File: src/rtl/core/vtx_pkg.sv
// shared types and constants for the vertex transform pipeline
package vtx_pkg;

    // vertex and matrix geometry
    localparam int VEC_LEN    = 4;
    localparam int NUM_ROWS   = 4;
    localparam int NUM_COEF   = NUM_ROWS * VEC_LEN;
    localparam int NUM_PAIRS  = NUM_COEF / 2;
    localparam int PAIR_IDX_W = $clog2(NUM_PAIRS);

    // port widths
    localparam int DATA_W      = 32;
    localparam int CFG_DATA_W  = 64;
    localparam int CFG_INDEX_W = 4;

    // register stages: multiply, pair add, row sum, shift and saturate
    localparam int NUM_STAGES = 4;

    // 1.0 in Q16.16, the diagonal of the matrix after reset
    localparam logic [DATA_W-1:0] COEF_ONE = 32'h0001_0000;

    // saturation limits
    localparam logic [DATA_W-1:0] SAT_MAX = 32'h7FFF_FFFF;
    localparam logic [DATA_W-1:0] SAT_MIN = 32'h8000_0000;

    // per-stage load enables handed from the control to the datapath
    typedef struct packed {
        logic mul;
        logic pair;
        logic sum;
        logic sat;
    } stage_ctrl_t;

endpackage

File: src/rtl/core/vtx_coef_regs.sv
// coefficient register file, written through the configuration port
module vtx_coef_regs #(
    parameter int COEF_WIDTH = 32
) (
    input  logic                                 clk,
    input  logic                                 rst_n,
    input  logic                                 cfg_valid,
    input  logic [vtx_pkg::CFG_INDEX_W-1:0]      cfg_index,
    input  logic [vtx_pkg::CFG_DATA_W-1:0]       cfg_data,
    output logic signed [COEF_WIDTH-1:0]         coef [vtx_pkg::NUM_COEF]
);
    import vtx_pkg::*;

    logic [COEF_WIDTH-1:0]  coef_reg [NUM_COEF];
    logic [PAIR_IDX_W-1:0]  pair_idx;
    logic                   idx_hit;

    // writes beyond the last pair are dropped
    assign pair_idx = cfg_index[PAIR_IDX_W-1:0];
    assign idx_hit  = (cfg_index < CFG_INDEX_W'(NUM_PAIRS));

    // register file, identity matrix after reset
    always_ff @(posedge clk or negedge rst_n)
    begin
        if (!rst_n)
        begin
            for (int i = 0; i < NUM_COEF; i++)
            begin
                if ((i % (VEC_LEN + 1)) == 0)
                    coef_reg[i] <= COEF_ONE[COEF_WIDTH-1:0];
                else
                    coef_reg[i] <= '0;
            end
        end
        else if (cfg_valid && idx_hit)
        begin
            coef_reg[{pair_idx, 1'b0}] <= cfg_data[COEF_WIDTH-1:0];
            coef_reg[{pair_idx, 1'b1}] <= cfg_data[DATA_W +: COEF_WIDTH];
        end
    end

    // coefficients as signed values
    always_comb
    begin
        for (int i = 0; i < NUM_COEF; i++)
            coef[i] = $signed(coef_reg[i]);
    end

endmodule

File: config.mk
export PLATFORM = sky130hd
export DESIGN_NAME = vtx_coef_regs
export DESIGN_NICKNAME = d
export VERILOG_FILES = /design/src/rtl/core/vtx_pkg.sv /design/src/rtl/core/vtx_coef_regs.sv
export SDC_FILE = /design/constraint.sdc
export NUM_CORES = 1
export LEC_CHECK = 0
export BUFFER_PORTS_ARGS = -buffer_cell sky130_fd_sc_hd__buf_2
export CORE_AREA = 2 2 230 232
export DETAILED_ROUTE_END_ITERATION = 16
export DIE_AREA = 0 0 232 234
export PLACE_DENSITY = 0.74
export SETUP_SLACK_MARGIN = 0.1
export SYNTH_ARGS = -nofsm -noshare
export SYNTH_HDL_FRONTEND = slang
export SYNTH_SLANG_ARGS = --single-unit
File: constraint.sdc
create_clock -name clk -period 2.2 [get_ports clk]
set_clock_uncertainty 0.2 [all_clocks]
set_input_delay 0.44 -clock clk [delete_from_list [all_inputs] [get_ports clk]]
set_output_delay 0.44 -clock clk [all_outputs]
set_load 0.005 [all_outputs]
Word level (Yosys, flattened, before mapping)
Cells that the tools add are included.
Word-level totals
  word-level logic and storage cells: 32
  input port bits: 71
  bits in registers: 512
  output and inout bits: 512
Cells by class
  order comparisons: 5
  reductions and logical operators: 3
  muxes and demuxes: 6
  bitwise gates (word level): 2
Operators by type and width (number)
  bitwise mux 512 bit: 2
  demux 32 bit (select 4 bit): 2
  2-to-1 mux 32 bit: 2
  greater-or-equal comparator 5 bit, second input constant: 2
  < comparator 5 x 1 -> 1 bit, second input constant: 2
  NOT 4 -> 5 bit: 2
  < comparator 4 bit, second input constant: 1
  logical AND 1 bit: 3

Longest topological paths before layout
Gate-level depths: netlist of run 1.
  depth after elaboration: 7
  depth in mapped cells: 5
  gate-level depth less buffers: 3

Worst setup path before layout of run 1
Ideal clock, no wire load.
  path type: input port to flip-flop
  start point: input cfg_index[0] (netlist bit)
  end point: register coef_reg, in the netlist coef[100]
  arrival time: 1480 ps
  library setup time: 125 ps
  buffers on the path: 2
  setup slack: 395 ps
  stages on the path: 5
  required time: 1875 ps
  path through: nor3b_4 and3_1 buf_6 buf_12 mux2_4
On the way
  cells in the longest elaborated chain, start to end: 7
  elaborated cells between the ends (all ways): 16
  those cells by class: 5 x order compare; 6 x mux; 2 x bitwise; 3 x reduce/logical
Ends and longest elaborated chain
  start: declaration: RTL line vtx_coef_regs.sv:8  | input logic [vtx_pkg::CFG_INDEX_W-1:0] cfg_index,
  NOT 4 -> 5 bit (not written as such): RTL line vtx_coef_regs.sv:37  | coef_reg[{pair_idx, 1'b0}] <= cfg_data[COEF_WIDTH-1:0];
  greater-or-equal comparator 5 bit (not written as such) or < comparator 5 x 1 -> 1 bit (tied branches): RTL line vtx_coef_regs.sv:37
  logical AND 1 bit (not written as such): RTL line vtx_coef_regs.sv:37
  2-to-1 mux 32 bit (not written as such): RTL line vtx_coef_regs.sv:37
  demux 32 bit (select 4 bit): RTL line vtx_coef_regs.sv:37
  bitwise mux 512 bit: RTL line vtx_coef_regs.sv:37
  bitwise mux 512 bit: RTL line vtx_coef_regs.sv:38  | coef_reg[{pair_idx, 1'b1}] <= cfg_data[DATA_W +: COEF_WIDTH];
  end signal: indexed assignment: RTL line vtx_coef_regs.sv:30  | coef_reg[i] <= COEF_ONE[COEF_WIDTH-1:0];
  end signal: indexed assignment: RTL line vtx_coef_regs.sv:37
  end signal: indexed assignment: RTL line vtx_coef_regs.sv:38
  end: declaration: RTL line vtx_coef_regs.sv:14  | logic [COEF_WIDTH-1:0] coef_reg [NUM_COEF];
Parallel ways exist; a longest one is shown, timed or not.
A chain may end at the register's enable or synchronous reset.

Final worst setup path of run 1
  start point: register coef_reg, in the netlist coef[336]
  end point: output coef[336] (netlist bit)
RTL lines
  end: declaration: RTL line vtx_coef_regs.sv:10  | output logic signed [COEF_WIDTH-1:0] coef [vtx_pkg::NUM_COEF]
No word-level cell between the ends.

==> impl_results.html, run 1 <==
<table>
<tr><th>Metric</th><th>Value</th></tr>
<tr><th colspan="2">Setup path</th></tr>
<tr><td>Cell family with the largest share of critical-path delay</td><td>flip-flops</td></tr>
<tr><td>Worst EP arrival</td><td>1.23 ns</td></tr>
<tr><td>Register-to-register setup slack</td><td>1.18 ns</td></tr>
<tr><td>Crit start category</td><td>flip-flop</td></tr>
<tr><td>Largest fanout of any net on the critical path</td><td>2</td></tr>
<tr><td>Combined buffer and inverter count along the critical path</td><td>1</td></tr>
<tr><td>Kind of end point of the critical path</td><td>output pin</td></tr>
<tr><td>CP max stage delay</td><td>0.53 ns</td></tr>
<tr><td>Classification of the worst setup path</td><td>reg2out</td></tr>
<tr><td>Critical Path RT</td><td>around 1.6 ns</td></tr>
<tr><td>Cell Chain, Critical Path</td><td>buf_2</td></tr>
<tr><td>Slowest stage cell on the critical path</td><td>sky130_fd_sc_hd__dfstp_2</td></tr>
<tr><th colspan="2">Logic synthesis</th></tr>
<tr><td>Distinct cell type count of the synthesized netlist</td><td>19</td></tr>
<tr><td>Share of the yosys chip area belonging to registers</td><td>0.638</td></tr>
<tr><td>Yosys synthesis warning count</td><td>0</td></tr>
<tr><td>Area of the mapped netlist</td><td>0.0201 mm2</td></tr>
<tr><td>Number of register bits inferred by synthesis</td><td>512</td></tr>
<tr><td>Synthesized Nets</td><td>1161</td></tr>
<tr><td>Post-synthesis instance total</td><td>1090</td></tr>
<tr><td>Post-Synthesis Mean Instance Area</td><td>about 18 um2</td></tr>
<tr><th colspan="2">Timing</th></tr>
<tr><td>Maximum achievable frequency</td><td>between 0.5 and 0.6 GHz</td></tr>
<tr><td>Final Setup Violations</td><td>0</td></tr>
<tr><td>Headroom to the max-slew limit</td><td>0.648</td></tr>
<tr><td>Final number of max-transition violations</td><td>0</td></tr>
<tr><td>Final count of hold timing violations</td><td>0</td></tr>
<tr><td>Transition time at the pin with the least slew margin</td><td>0.528 ns</td></tr>
<tr><td>Setup TNS after final layout</td><td>0 ns</td></tr>
<tr><td>Post-Route Hold Slack</td><td>0.0407 ns</td></tr>
<tr><td>RSZ-0062 raised after global routing</td><td>no</td></tr>
<tr><td>Clock period minus final worst setup slack</td><td>1.87 ns</td></tr>
<tr><td>Portion of the clock cycle consumed by the worst path in the final layout</td><td>0.851</td></tr>
<tr><th colspan="2">Clocking</th></tr>
<tr><td>Post-CTS Resized</td><td>0</td></tr>
<tr><td># H-tree levels</td><td>2</td></tr>
<tr><td>Setup repair bufs after CTS</td><td>0</td></tr>
<tr><td>Clock latency reported for the late side of the worst-skew pair</td><td>0.58 ns</td></tr>
<tr><td>Master cell of the clock root buffer</td><td>sky130_fd_sc_hd__clkbuf_16</td></tr>
<tr><td>Longest Clk Path Bufs</td><td>3</td></tr>
<tr><td>Clock tree from TritonCTS</td><td>done</td></tr>
<tr><td>Clock buffer count from CTS</td><td>52</td></tr>
<tr><td>Clock tree sinks</td><td>512</td></tr>
<tr><td>Clock-pin slew of the registers on the worst-case setup and hold paths</td><td>0.06 ns</td></tr>
<tr><th colspan="2">Status</th></tr>
<tr><td>Run status</td><td>finished clean</td></tr>
<tr><th colspan="2">Routing</th></tr>
<tr><td>1st-iter DRT viols</td><td>just over 600</td></tr>
<tr><td>DRC violation count after routing</td><td>0</td></tr>
<tr><td>Total wire length after detailed routing</td><td>53300 um</td></tr>
<tr><td>Number of vias in the routed layout</td><td>12195</td></tr>
<tr><td>Routed via count divided by cell count</td><td>4.90</td></tr>
<tr><td>Count of antenna-violating nets left after detailed routing</td><td>0</td></tr>
<tr><td>Mean routed wirelength per cell</td><td>21.4 um</td></tr>
<tr><td>First-pass iteration count of the detailed router</td><td>5</td></tr>
<tr><th colspan="2">Finish</th></tr>
<tr><td>Fill count</td><td>4340</td></tr>
<tr><td>Area occupied by registers</td><td>0.0128 mm2</td></tr>
<tr><td>Proportion of layout cells with a drive suffix above 1</td><td>0.690</td></tr>
<tr><td>Final instance area</td><td>0.0261 mm2</td></tr>
<tr><td>Final antenna diode count</td><td>0</td></tr>
<tr><td>Layout overhead on the synthesized area</td><td>29.6%</td></tr>
<tr><td>Area of the multi-input gates</td><td>approximately 0.0066 mm2</td></tr>
<tr><td>Flip-flop count of the largest register, all copies and words added</td><td>512</td></tr>
<tr><td>Most common library cell in the layout ignoring fill and taps</td><td>sky130_fd_sc_hd__buf_2</td></tr>
<tr><td>Final nets</td><td>between 1500 and 2000</td></tr>
<tr><td>Highest-count cells in the layout ignoring fill and taps</td><td>sky130_fd_sc_hd__buf_2 (581), sky130_fd_sc_hd__dfrtp_1 (508), sky130_fd_sc_hd__mux2_2 (327)</td></tr>
<tr><th colspan="2">Placed design</th></tr>
<tr><td>Post-placement cell area</td><td>between 0.02 and 0.025 mm2</td></tr>
<tr><td>Final GP Congestion</td><td>0.795</td></tr>
<tr><td>Post-DP HPWL</td><td>37300 um</td></tr>
<tr><td>Port Buf Inserts</td><td>582</td></tr>
<tr><th colspan="2">Global routing</th></tr>
<tr><td>Global-route wire length before repair</td><td>about 80000 um</td></tr>
<tr><td>Global Route Usage Sum</td><td>0.191</td></tr>
<tr><td>Antenna violations before repair</td><td>1</td></tr>
<tr><td>Pin count of the biggest net entering global routing</td><td>57</td></tr>
<tr><td>Via count of the first global-routing pass</td><td>12841</td></tr>
<tr><td>Residual overflow from global routing</td><td>0</td></tr>
<tr><th colspan="2">Floorplanning</th></tr>
<tr><td>Floorplan row count</td><td>84</td></tr>
<tr><td>Height of the chip</td><td>between 200 and 250 um</td></tr>
<tr><td>Width of the chip</td><td>232 um</td></tr>
<tr><td>Number of top-level pins</td><td>583</td></tr>
<tr><td>Area of the core</td><td>0.0520 mm2</td></tr>
<tr><td>Starting density of the core</td><td>0.386</td></tr>
<tr><td>Area enclosed by the die boundary</td><td>0.0543 mm2</td></tr>
<tr><th colspan="2">Power and ir drop</th></tr>
<tr><td>Largest vdd supply drop</td><td>0.000778 V</td></tr>
<tr><td>Switching Power</td><td>approximately 7.3 mW</td></tr>
<tr><td>Pwr dens</td><td>1070 mW/mm2</td></tr>
<tr><td>Switching Share</td><td>0.262</td></tr>
<tr><td>Combinational fraction of design power</td><td>0.217</td></tr>
<tr><td>Leak Pwr</td><td>13.2 nW</td></tr>
<tr><td>Final total power</td><td>27.8 mW</td></tr>
<tr><td>Sequential share of power</td><td>0.461</td></tr>
<tr><td>Clock power share</td><td>0.321</td></tr>
<tr><td>Internal power contribution</td><td>between 20 and 25 mW</td></tr>
<tr><th colspan="2">Hold path</th></tr>
<tr><td>Hold WC Path Type</td><td>in2reg</td></tr>
<tr><th colspan="2">Flow run</th></tr>
<tr><td>Count of max-cap constraint violations</td><td>0</td></tr>
</table>
Yosys cell counts, drive strengths merged:
library cell,n,area [um2]
and3,1,6.26
buf,54,721
dfrtp,508,12700
dfstp,4,105
mux2,512,6440
nand2,2,10.0
nand2b,1,6.26
nand3b,3,35.0
nor2,2,15.0
nor3b,3,43.8
power groups by stage:
stage	clock (mW)	sequential, mW	combinational [mW]
floorplan	0	13.0	2.45
global placement	0	12.8	5.94
detailed placement	0	12.9	6.07
CTS	9.14	12.8	6.13
global route	9.53	13.1	6.52
finish	8.94	12.8	6.05
through the flow:
stage          setup slack (ns)  instances  utilization
2_1_floorplan             0.395       1090            -
3_3_place_gp             0.0365       2362        0.461
3_5_place_dp            0.00461       2362        0.461
4_1_cts                   0.277       2490        0.501
5_1_grt                   0.272       2490        0.501
6_report                  0.329       2490        0.501
cell type report:
type / instances / share of cell area
well taps: 688 / 0.0330
flip-flops and latches: 512 / 0.492
multi-input cells: 524 / 0.253
clock buffers: 81 / 0.0623
repair buffers: 670 / 0.154
clock inverters: 15 / 0.00581
cells by family (layout without fill, tap and decap cells):
family / after synthesis / count (layout) / share of synthesized area
buffers and inverters: 54 / 766 / 0.0359
DFF: 512 / 512 / 0.638
muxes: 512 / 512 / 0.321
and+or+nand+nor: 12 / 12 / 0.00579
final timing paths:
check | from | to | depth (start not counted)
min in group asynchronous | rst_n | coef[422]$_DFFE_PN0P_ | 2
max in group asynchronous | rst_n | coef[61]$_DFFE_PN0P_ | 4
min | cfg_data[49] | coef[337]$_DFFE_PN0P_ | 2
max | coef[336]$_DFFE_PN1P_ | coef[336] | 1
min reg2reg | coef[41]$_DFFE_PN0P_ | coef[41]$_DFFE_PN0P_ | 1
max reg2reg | coef[105]$_DFFE_PN0P_ | coef[105]$_DFFE_PN0P_ | 1
layer usage:
layer	up-vias	track usage	routed length, um	share of wire
met2	476	0.311	25400	0.48
met1	6415	0.251	22700	0.43
met5	-	0	0	0
li1	5217	-	-	-
met4	0	0.0535	1150	0.022
met3	87	0.0528	3990	0.075
what timing repair did:
item	4_1_cts	5_1_grt
hold buffers	32	0
endpoints found under the setup margin	0	0
hold endpoints to repair	270	0
Note: power is estimated with default switching activity, not from simulation.
==> inputs of run 2 (changes only) <==
CTS_BUF_LIST = sky130_fd_sc_hd__clkbuf_4 sky130_fd_sc_hd__clkbuf_8 sky130_fd_sc_hd__clkbuf_16   (was not set)
==> impl_results.html, run 2 (synthesized netlist as in run 1, its figures left out) <==
<table>
<tr><th>Metric</th><th>Value</th></tr>
<tr><th colspan="2">Status</th></tr>
<tr><td>Run status</td><td>finished clean</td></tr>
<tr><th colspan="2">Timing</th></tr>
<tr><td>Transition time at the pin with the least slew margin</td><td>0.530 ns (+0.00238 ns)</td></tr>
<tr><td>Portion of the clock cycle consumed by the worst path in the final layout</td><td>0.851 (about the same)</td></tr>
<tr><td>RSZ-0062 raised after global routing</td><td>no</td></tr>
<tr><td>Headroom to the max-slew limit</td><td>0.646 (-0.00159)</td></tr>
<tr><td>Maximum achievable frequency</td><td>0.534 GHz (about the same)</td></tr>
<tr><td>Final Setup Violations</td><td>0 (unchanged)</td></tr>
<tr><td>Clock period minus final worst setup slack</td><td>1.87 ns (+0.000860 ns)</td></tr>
<tr><td>Final number of max-transition violations</td><td>0 (unchanged)</td></tr>
<tr><td>Worst Setup Slack, final</td><td>0.328 ns (-0.000860 ns)</td></tr>
<tr><td>Setup TNS after final layout</td><td>0 ns (unchanged)</td></tr>
<tr><td>Final count of hold timing violations</td><td>0 (unchanged)</td></tr>
<tr><th colspan="2">Routing</th></tr>
<tr><td>Number of vias in the routed layout</td><td>12238 (+0.35%)</td></tr>
<tr><td>Total wire length after detailed routing</td><td>53500 um (+0.37%)</td></tr>
<tr><td>1st-iter DRT viols</td><td>645 (+4.7%)</td></tr>
<tr><td>Count of antenna-violating nets left after detailed routing</td><td>0 (unchanged)</td></tr>
<tr><td>DRC violation count after routing</td><td>0 (unchanged)</td></tr>
<tr><td>Mean routed wirelength per cell</td><td>21.5 um (+0.37%)</td></tr>
<tr><td>Routed via count divided by cell count</td><td>4.91 (+0.35%)</td></tr>
<tr><td>First-pass iteration count of the detailed router</td><td>4 (-1)</td></tr>
<tr><th colspan="2">Setup path</th></tr>
<tr><td>Combined buffer and inverter count along the critical path</td><td>1 (unchanged)</td></tr>
<tr><td>Worst EP arrival</td><td>1.23 ns (about the same)</td></tr>
<tr><td>Crit start category</td><td>flip-flop</td></tr>
<tr><td>Critical Path RT</td><td>1.56 ns (about the same)</td></tr>
<tr><td>CP max stage delay</td><td>0.53 ns (about the same)</td></tr>
<tr><td>Largest fanout of any net on the critical path</td><td>2 (unchanged)</td></tr>
<tr><td>Kind of end point of the critical path</td><td>output pin</td></tr>
<tr><td>Classification of the worst setup path</td><td>reg2out</td></tr>
<tr><td>Cell Chain, Critical Path</td><td>buf_2</td></tr>
<tr><td>Reg2Reg Launch Point</td><td>coef[105]$_DFFE_PN0P_</td></tr>
<tr><td>Slowest stage cell on the critical path</td><td>sky130_fd_sc_hd__dfstp_2</td></tr>
<tr><td>Worst setup startpoint</td><td>coef[336]$_DFFE_PN1P_</td></tr>
<tr><td>Cell family with the largest share of critical-path delay</td><td>flip-flops</td></tr>
<tr><th colspan="2">Global routing</th></tr>
<tr><td>Global Route Usage Sum</td><td>0.191 (+0.000219)</td></tr>
<tr><td>Via count of the first global-routing pass</td><td>12861 (+0.16%)</td></tr>
<tr><td>Global-route wire length before repair</td><td>80000 um (+0.17%)</td></tr>
<tr><td>Pin count of the biggest net entering global routing</td><td>57 (unchanged)</td></tr>
<tr><td>Antenna violations before repair</td><td>1 (unchanged)</td></tr>
<tr><td>Residual overflow from global routing</td><td>0 (unchanged)</td></tr>
<tr><th colspan="2">Power and ir drop</th></tr>
<tr><td>Switching Power</td><td>7.32 mW (+0.27%)</td></tr>
<tr><td>Switching Share</td><td>0.262 (-0.000636)</td></tr>
<tr><td>Largest vdd supply drop</td><td>0.000780 V (+0.27%)</td></tr>
<tr><td>Pwr dens</td><td>1070 mW/mm2 (+0.37%)</td></tr>
<tr><td>Clock power share</td><td>0.325 (+0.004)</td></tr>
<tr><td>Combinational fraction of design power</td><td>0.216 (about the same)</td></tr>
<tr><td>Sequential share of power</td><td>0.459 (-0.002)</td></tr>
<tr><td>Internal power contribution</td><td>20.7 mW (+0.60%)</td></tr>
<tr><td>Leak Pwr</td><td>13.3 nW (+0.26%)</td></tr>
<tr><th colspan="2">Floorplanning</th></tr>
<tr><td>Area of the core</td><td>0.0520 mm2 (unchanged)</td></tr>
<tr><td>Area enclosed by the die boundary</td><td>0.0543 mm2 (unchanged)</td></tr>
<tr><td>Number of top-level pins</td><td>583 (unchanged)</td></tr>
<tr><td>Starting density of the core</td><td>0.386 (unchanged)</td></tr>
<tr><td>Floorplan row count</td><td>84 (unchanged)</td></tr>
<tr><td>Height of the chip</td><td>234 um (unchanged)</td></tr>
<tr><td>Width of the chip</td><td>232 um (unchanged)</td></tr>
<tr><th colspan="2">Clocking</th></tr>
<tr><td>Post-CTS Resized</td><td>0 (unchanged)</td></tr>
<tr><td>Clock latency reported for the late side of the worst-skew pair</td><td>0.58 ns (about the same)</td></tr>
<tr><td>Master cell of the clock root buffer</td><td>sky130_fd_sc_hd__clkbuf_16</td></tr>
<tr><td>Clock tree from TritonCTS</td><td>done</td></tr>
<tr><td>Clock tree sinks</td><td>512 (unchanged)</td></tr>
<tr><td># H-tree levels</td><td>2 (unchanged)</td></tr>
<tr><td>Longest Clk Path Bufs</td><td>3 (unchanged)</td></tr>
<tr><td>Clock buffer count from CTS</td><td>52 (unchanged)</td></tr>
<tr><td>Setup repair bufs after CTS</td><td>0 (unchanged)</td></tr>
<tr><td>Clock-pin slew of the registers on the worst-case setup and hold paths</td><td>0.06 ns (about the same)</td></tr>
<tr><th colspan="2">Finish</th></tr>
<tr><td>Final nets</td><td>1831 (unchanged)</td></tr>
<tr><td>Final instance area</td><td>0.0261 mm2 (+0.14%)</td></tr>
<tr><td>Highest-count cells in the layout ignoring fill and taps</td><td>sky130_fd_sc_hd__buf_2 (581), sky130_fd_sc_hd__dfrtp_1 (508), sky130_fd_sc_hd__mux2_2 (327)</td></tr>
<tr><td>Fraction of the core area covered by cells at the end of the flow</td><td>0.502 (+0.000721)</td></tr>
<tr><td>Layout overhead on the synthesized area</td><td>29.8%</td></tr>
<tr><td>Proportion of layout cells with a drive suffix above 1</td><td>0.695 (+0.00555)</td></tr>
<tr><td>Final antenna diode count</td><td>0 (unchanged)</td></tr>
<tr><td>Most common library cell in the layout ignoring fill and taps</td><td>sky130_fd_sc_hd__buf_2</td></tr>
<tr><td>Flip-flop count of the largest register, all copies and words added</td><td>512 (unchanged)</td></tr>
<tr><th colspan="2">Flow run</th></tr>
<tr><td>Count of max-cap constraint violations</td><td>0 (unchanged)</td></tr>
<tr><th colspan="2">Placed design</th></tr>
<tr><td>Post-placement cell area</td><td>0.0240 mm2 (unchanged)</td></tr>
<tr><td>Worst slack, placed</td><td>0.00461 ns (unchanged)</td></tr>
<tr><td>Port Buf Inserts</td><td>582 (unchanged)</td></tr>
<tr><td>Final GP Congestion</td><td>0.795 (unchanged)</td></tr>
<tr><td>Post-DP HPWL</td><td>37300 um (unchanged)</td></tr>
<tr><th colspan="2">Hold path</th></tr>
<tr><td>Start point of the worst hold path</td><td>cfg_data[49]</td></tr>
<tr><td>Hold WC Path Type</td><td>in2reg</td></tr>
</table>
run 2: cell counts in the layout (fill, tap and decap cells not counted):
No cell type changed its count.
run 2: power groups by stage:
stage,Sequential [mW],Combinational [mW],Clock (mW)
2_1_floorplan,13.0,2.45,0
3_3_place_gp,12.8,5.94,0
3_5_place_dp,12.9,6.07,0
4_1_cts,12.8,6.13,9.27
5_1_grt,13.1,6.52,9.65
6_report,12.8,6.05,9.08
run 2: cell type report:
class	count	area [um2]
repair buffers	670	4010
clock inverters	15	151
fillers	4343	25900
multi-input cells	524	6590
clock buffers	81	1660
well taps	688	861
flip-flops and latches	512	12800
run 2: metrics by stage:
step | cells | total power [mW] | hold slack [ns]
after floorplan | 1090 | 15.5 | -0.0556
after global placement | 2362 | 18.8 | 0.214
after detailed placement | 2362 | 19.0 | 0.212
after CTS | 2490 | 28.2 | 0.00110
after global routing | 2490 | 29.3 | 0.0163
final | 2490 | 28.0 | 0.0354
run 2: path summary, 6_finish.rpt:
kind	endpoint	slack (ns)	depth (start not counted)
max in group asynchronous	coef[451]$_DFFE_PN0P_	0.78	4
worst max register to register	coef[105]$_DFFE_PN0P_	1.17	1
worst max-delay path	coef[336]	0.33	1
worst min register to register	coef[41]$_DFFE_PN0P_	0.28	1
worst min-delay path	coef[337]$_DFFE_PN0P_	0.04	2
min in group asynchronous	coef[422]$_DFFE_PN0P_	0.19	2
run 2: timing repair:
action                                  in CTS  in global routing
hold buffers                                32                  0
hold endpoints to repair                   270                  0
endpoints found under the setup margin       0                  0
run 2: layer usage:
metal  vias to the layer above  track usage  part of all wire
li1                       5222            -                 -
met1                      6452        0.251              0.43
met2                       477        0.312              0.48
met3                        87       0.0529             0.074
met4                         0       0.0535             0.022
met5                         -            0                 0
